File: src/hw/rtl/dpp_pkg.sv
// ----------------------------------------------------------------------------
// dpp_pkg
// Shared constants for the depth point to pixel projection unit.
// ----------------------------------------------------------------------------
package dpp_pkg;

  localparam int REG_IDX_W = 3;
  localparam logic [REG_IDX_W-1:0] REG_FOCAL_X  = 3'd0;
  localparam logic [REG_IDX_W-1:0] REG_FOCAL_Y  = 3'd1;
  localparam logic [REG_IDX_W-1:0] REG_CENTER_X = 3'd2;
  localparam logic [REG_IDX_W-1:0] REG_CENTER_Y = 3'd3;
  localparam logic [REG_IDX_W-1:0] REG_DIST_K1  = 3'd4;
  localparam logic [REG_IDX_W-1:0] REG_DIST_K2  = 3'd5;
  localparam logic [REG_IDX_W-1:0] REG_DIST_K3  = 3'd6;

  // quotient bits of the normalizing divide, one per stage
  localparam int DIV_STAGES = 31;

  localparam logic signed [63:0] ONE_Q28   = 64'sd268435456;
  localparam logic signed [63:0] HALF_Q16  = 64'sd32768;
  localparam logic signed [63:0] F_MAX     = 64'sd8796093022207;
  localparam logic signed [63:0] F_MIN     = -64'sd8796093022208;
  localparam logic [15:0]        OFF_FRAME = 16'hFFFF;

endpackage

File: src/hw/rtl/dpp_div.sv
// ----------------------------------------------------------------------------
// dpp_div
// Pipelined restoring divider: (mag * 2^28) / den, one quotient bit per stage.
// Caller guarantees the quotient is below 2^31.
// ----------------------------------------------------------------------------
module dpp_div (
  input  logic        clk,
  input  logic [31:0] mag,
  input  logic [30:0] den,
  output logic [30:0] quot
);

  localparam int N = dpp_pkg::DIV_STAGES;

  logic [31:0] rem_q [0:N-1];
  logic [30:0] den_q [0:N-1];
  logic [30:0] quo_q [0:N-1];
  logic [2:0]  lo_q  [0:N-1];

  for (genvar s = 0; s < N; s++) begin : g_stage
    logic [31:0] rin;
    logic [30:0] din;
    logic [30:0] qin;
    logic [2:0]  loin;
    logic        dbit;
    logic [31:0] sh;
    logic        ge;

    if (s == 0) begin : g_first
      assign rin  = {3'b000, mag[31:3]};
      assign din  = den;
      assign qin  = '0;
      assign loin = mag[2:0];
    end else begin : g_next
      assign rin  = rem_q[s-1];
      assign din  = den_q[s-1];
      assign qin  = quo_q[s-1];
      assign loin = lo_q[s-1];
    end

    // dividend bits below 28 are zero, the top three come from mag
    if (N - 1 - s >= 28) begin : g_bit
      assign dbit = loin[N-1-s-28];
    end else begin : g_zero
      assign dbit = 1'b0;
    end

    assign sh = {rin[30:0], dbit};
    assign ge = sh >= {1'b0, din};

    always_ff @(posedge clk) begin
      rem_q[s] <= ge ? sh - {1'b0, din} : sh;
      quo_q[s] <= {qin[29:0], ge};
      den_q[s] <= din;
      lo_q[s]  <= loin;
    end
  end

  assign quot = quo_q[N-1];

endmodule

File: config.mk
export PLATFORM = sky130hd
export DESIGN_NAME = dpp_div
export DESIGN_NICKNAME = d
export VERILOG_FILES = /design/src/hw/rtl/dpp_pkg.sv /design/src/hw/rtl/dpp_div.sv
export SDC_FILE = /design/constraint.sdc
export NUM_CORES = 2
export LEC_CHECK = 0
export BUFFER_PORTS_ARGS = -buffer_cell sky130_fd_sc_hd__clkbuf_2
export CORE_MARGIN = 1
export CORE_UTILIZATION = 60
export DETAILED_ROUTE_END_ITERATION = 8
export PLACE_DENSITY = 0.76
export SYNTH_ARGS = -nofsm -noshare
export SYNTH_HDL_FRONTEND = slang
export SYNTH_SLANG_ARGS = --single-unit
File: constraint.sdc
create_clock -name clk -period 5.5 [get_ports clk]
set_input_delay 0.55 -clock clk [delete_from_list [all_inputs] [get_ports clk]]
set_output_delay 0.55 -clock clk [all_outputs]
set_load 0.01 [all_outputs]
# Word level (Yosys, flattened, before mapping)

Memories as Yosys holds them, arrays and structs flattened.
Index checks and enable logic that the tools add are counted.

Flip-flop bits (word level): 0
Bits in writable memories: 3007
Bits of input ports: 64
Output and inout port bits: 31
Word-level logic and storage cells: 97
Memories kept: 4

Memory list:

| memory | words | bits a word | rd ports | clocked after memory_dff | wr ports | line          | source |
|---|---|---|---|---|---|---|---|
| rem_q  | 31    | 32          | 30       | 0                        | 31       | dpp_div.sv:15 | `logic [31:0] rem_q [0:N-1];` |
| den_q  | 31    | 31          | 30       | 0                        | 31       | dpp_div.sv:16 | `logic [30:0] den_q [0:N-1];` |
| quo_q  | 31    | 31          | 31       | 0                        | 31       | dpp_div.sv:17 | `logic [30:0] quo_q [0:N-1];` |
| lo_q   | 31    | 3           | 30       | 0                        | 31       | dpp_div.sv:18 | `logic [2:0] lo_q [0:N-1];` |

Add/sub/neg operators: 31
Magnitude comparators: 31
Muxes and demuxes: 31

Operators by type and width:

| cell                           | number |
|---|---|
| two-way mux 32 bit             | 31 |
| >= comparator 32 x 31 -> 1 bit | 30 |
| subtractor 32 x 31 -> 32 bit   | 30 |
| subtractor 30 x 31 -> 32 bit   | 1 |
| >= comparator 30 x 31 -> 1 bit | 1 |

# Logic depth before layout (Yosys ltp)

An unclocked memory read counts as a cell.

Depth after elaboration: 3
Gate-level depth with buffers: 16
Mapped depth without buffers: 14

# Worst setup path before layout

OpenSTA, ideal clock, no wires.

Path kind: input to register
Start point: in den[2]
End point: mem rem_q[0][25]
Setup time: 0.121 ns
Arrival: 3.155 ns
Data required time: 5.379 ns
Setup slack: 2.224 ns
Cell stages on the path: 14
Buffers on the path: 1
Path through: inv_1 > ha_1 > nor2b_1 > o21ai_1 > nand2b_1 > a221oi_2 > o21ai_1 > a211oi_2 > a21oi_1 > nor2_1 > o21ai_1 > a41oi_2 > buf_4 > mux2_2

RTL lines:

| element            | line          | source |
|---|---|---|
| start: declaration | dpp_div.sv:9  | `input logic [30:0] den,` |
| end: declaration   | dpp_div.sv:15 |  |

==> results.sh <==
export IMPL_clk_path_buf_depth=3
export IMPL_diodes=0
export IMPL_p_per_area_nw_per_um2=701.0
export IMPL_rsz0062_at_grt="false"
export IMPL_fin_tns_setup_ns=0
export IMPL_crit_buf_inv=2
export IMPL_drtIter0Drc=4988
export IMPL_timing_hold_ws_ns=0.3091
export IMPL_yosysSeqAreaShare_pct=44.16
export IMPL_syn_nets=12290
export IMPL_final_cell_mix="dfxtp_1, inv_1, a21oi_1"
export IMPL_grt_use_total_pct=27.26
export IMPL_vias=78845
export IMPL_clock_sinks=2359
export IMPL_numCtsBuffers=230
export IMPL_start_util_pct=60.59
export IMPL_crit_path_cell_trace="inv_1 > fa_1 > a21oi_1 > o21ai_0 > nand2_1 > a211oi_1 > a311o_1 > a21oi_1 > o21ai_0 > o2111ai_1 > nand3_2 > buf_4 > mux2i_1 > o211ai_1"
export IMPL_cpMaxStageDelayCell="nand3_2"
export IMPL_portBuffers=94
export IMPL_critPathMaxFanout=32
export IMPL_period_minus_slack_ns=4.317
export IMPL_final_common_cell="dfxtp_1"
export IMPL_setup_viol=0
export IMPL_synthToLayoutAreaGrowth_pct=10.99
export IMPL_cts_resized=0
export IMPL_hpwl_um=190600
export IMPL_vias_per_cell=5.648
export IMPL_grt_ovfl_total=0
export IMPL_dieArea_um2=179900
export IMPL_start_kind="flip-flop"
export IMPL_ant_nets=0
export IMPL_crit_required_ns=6.25
export IMPL_die_x_um=424.2
export IMPL_r2r_slack_ns=1.18
export IMPL_hp_start="quo_q[1][164]"
export IMPL_htreeDepth=4
export IMPL_regToRegEndpoint="rem_q[1][283]"
export IMPL_hp_class="reg -> reg"
export IMPL_finalMaxSlewViolations=0
export IMPL_drc_errors=0
export IMPL_irDropWorstVdd_mv=0.4675
export IMPL_drive_gt1_share_pct=9.431
export IMPL_maxCapViolCount=0
export IMPL_die_h_um=424.2
export IMPL_rows=154
export IMPL_dr_pass1_iters=6
export IMPL_relSlewSlack_pct=22.53
export IMPL_whs_path_depth=0
export IMPL_antenna_found_initial=0
export IMPL_ys_async_sr_fraction_pct=0
export IMPL_synth_cell_type_count=106
export IMPL_ys_warn_count=0
export IMPL_wire_per_inst_um=17.85
export IMPL_grt_pass1_wl_um=401700
export IMPL_gp_congestion=0.9471
export IMPL_cp_top_family="compound AO/OA/AOI/OAI gates"
export IMPL_end_kind="flip-flop"
export IMPL_max_stage_delay_ns=0.50
export IMPL_synth_edff_count=0
export IMPL_criticalPathCategory="reg -> reg"
export IMPL_rr_worst_depth=14
export IMPL_core_area_um2=176500
export IMPL_hold_end="quo_q[1][196]"
export IMPL_ys_ff_latch=2359
export IMPL_r2r_start="den_q[23][0]"
export IMPL_crit_arrival_ns=5.06
export IMPL_grt_pass1_vias=78916
export IMPL_synth_area_um2=106900
export IMPL_synth_ff_type="dfxtp_1"
export IMPL_nNetsFinal=12475
export IMPL_outcome="complete, no violations"
export IMPL_synth_cells=11237
export IMPL_fmax_ghz=0.2316
export IMPL_final_period_utilization_pct=78.50
export IMPL_hold_viol_final=0
export IMPL_syn_avg_cell_area_um2=9.516
export IMPL_skew_ns=0.05636
export IMPL_cts_tree="yes"
export IMPL_clkTransAtPathRegs_ns=0.06
export IMPL_grt_max_degree=61
export IMPL_tightest_slew_ns=1.149
export IMPL_cts_root_buf="clkbuf_16"
export IMPL_ios=95
export IMPL_leakage_uw=0.05529
export IMPL_clk_latency_ns=0.91
export IMPL_wirelength_um=249200
-- how the worst max path moves through the flow --
| stage | startpoint | end | slack [ns] | cells past startpoint |
|---|---|---|---|---|
| 2_1_floorplan | den[2] | rem_q[0][25] | 2.22 | 14 |
| 3_3_place_gp | den[2] | rem_q[0][2] | 1.46 | 15 |
| 3_5_place_dp | den_q[23][0] | rem_q[1][283] | 1.37 | 14 |
| 4_1_cts | den_q[23][0] | rem_q[1][283] | 1.32 | 14 |
| 5_1_grt | den_q[6][0] | rem_q[0][253] | 1.03 | 13 |
| 6_report | den_q[23][0] | rem_q[1][283] | 1.18 | 14 |
-- flip-flops by register name (all words and copies together), names as in the netlist --
signal  cells
den_q     930
lo_q        3
quo_q     496
rem_q     930
-- area by class of cell --
type	instances	area [µm²]
tap	2340	2928
clock buffer	291	6316
multi-input combinational	7443	54340
inverter	1200	4504
timing repair buffer	188	1346
fill	13735	57810
sequential	2359	47230
clock inverter	140	2029
-- where the power goes --
group,total [µW],internal (µW),switching [µW],leakage [µW]
sequential,26700,23100,3580,0.0199
clock,16800,9790,7050,0.00400
combinational,39700,18000,21800,0.0314
total,83200,50800,32400,0.0553
-- routing by layer --
metal	track usage, %	part of all wire, %	up-vias
li1	-	-	39308
met1	30.65	40	37017
met2	51.13	52	1841
met3	3.287	3.5	679
met4	12.05	4.5	0
met5	0	0	-
-- synthesized netlist by cell type (29+ instances only) --
cell,count,area share [%]
nor2b_1,122,0.71
nor2_1,767,2.7
and3_1,77,0.45
nand4_1,141,0.82
nor3_1,91,0.43
mux2_2,412,4.3
inv_1,1200,4.2
a21o_1,491,3.4
and2_1,45,0.26
buf_2,61,0.29
xor2_1,278,2.3
o31ai_1,46,0.32
xnor2_1,515,4.2
nand3_1,168,0.79
nand2b_1,101,0.59
o21ai_0,565,2.6
ha_1,959,11
dfxtp_1,2359,44
a21boi_0,30,0.21
fa_1,30,0.56
o31a_1,29,0.24
a211oi_1,72,0.51
o211ai_1,47,0.33
a31oi_1,88,0.51
nand2_1,540,1.9
o21bai_1,130,0.91
o21a_1,115,0.81
clkbuf_1,144,0.51
a21oi_1,1046,4.9
o21ai_1,39,0.18
-- what timing repair did --
| item | in CTS | in global routing |
|---|---|---|
| setup buffers | 0 | 0 |
| endpoints found under the hold margin | 64 | 0 |
| hold buffers | 63 | 0 |
-- stage by stage --
stage               cell area (µm²)  total power [µW]  utilization, %  worst slack [ns]  instances
detailed placement           109700             65870           62.16             1.370      13467
global route                 118700             89110           67.25             1.034      13961
finish                       118700             83200           67.25             1.183      13961
CTS                          118700             83300           67.25             1.318      13961
global placement             109700             64940           62.16             1.462      13467
floorplan                    106900             56820               -             2.224      11237
-- logic make-up (layout without fill, tap and decap cells) --
group / after synthesis / count (layout) / synth area share, %
XOR/XNOR: 793 / 793 / 6.495
flip-flops: 2359 / 2359 / 44.16
adder cells (fa/ha/maj): 989 / 989 / 11.78
buffers and inverters: 1435 / 1819 / 5.168
multiplexers: 438 / 438 / 4.605
AO/OA/AOI/OAI: 3023 / 3023 / 18.11
AND/OR/NAND/NOR: 2200 / 2200 / 9.671
(Power assumes the default switching activity.)
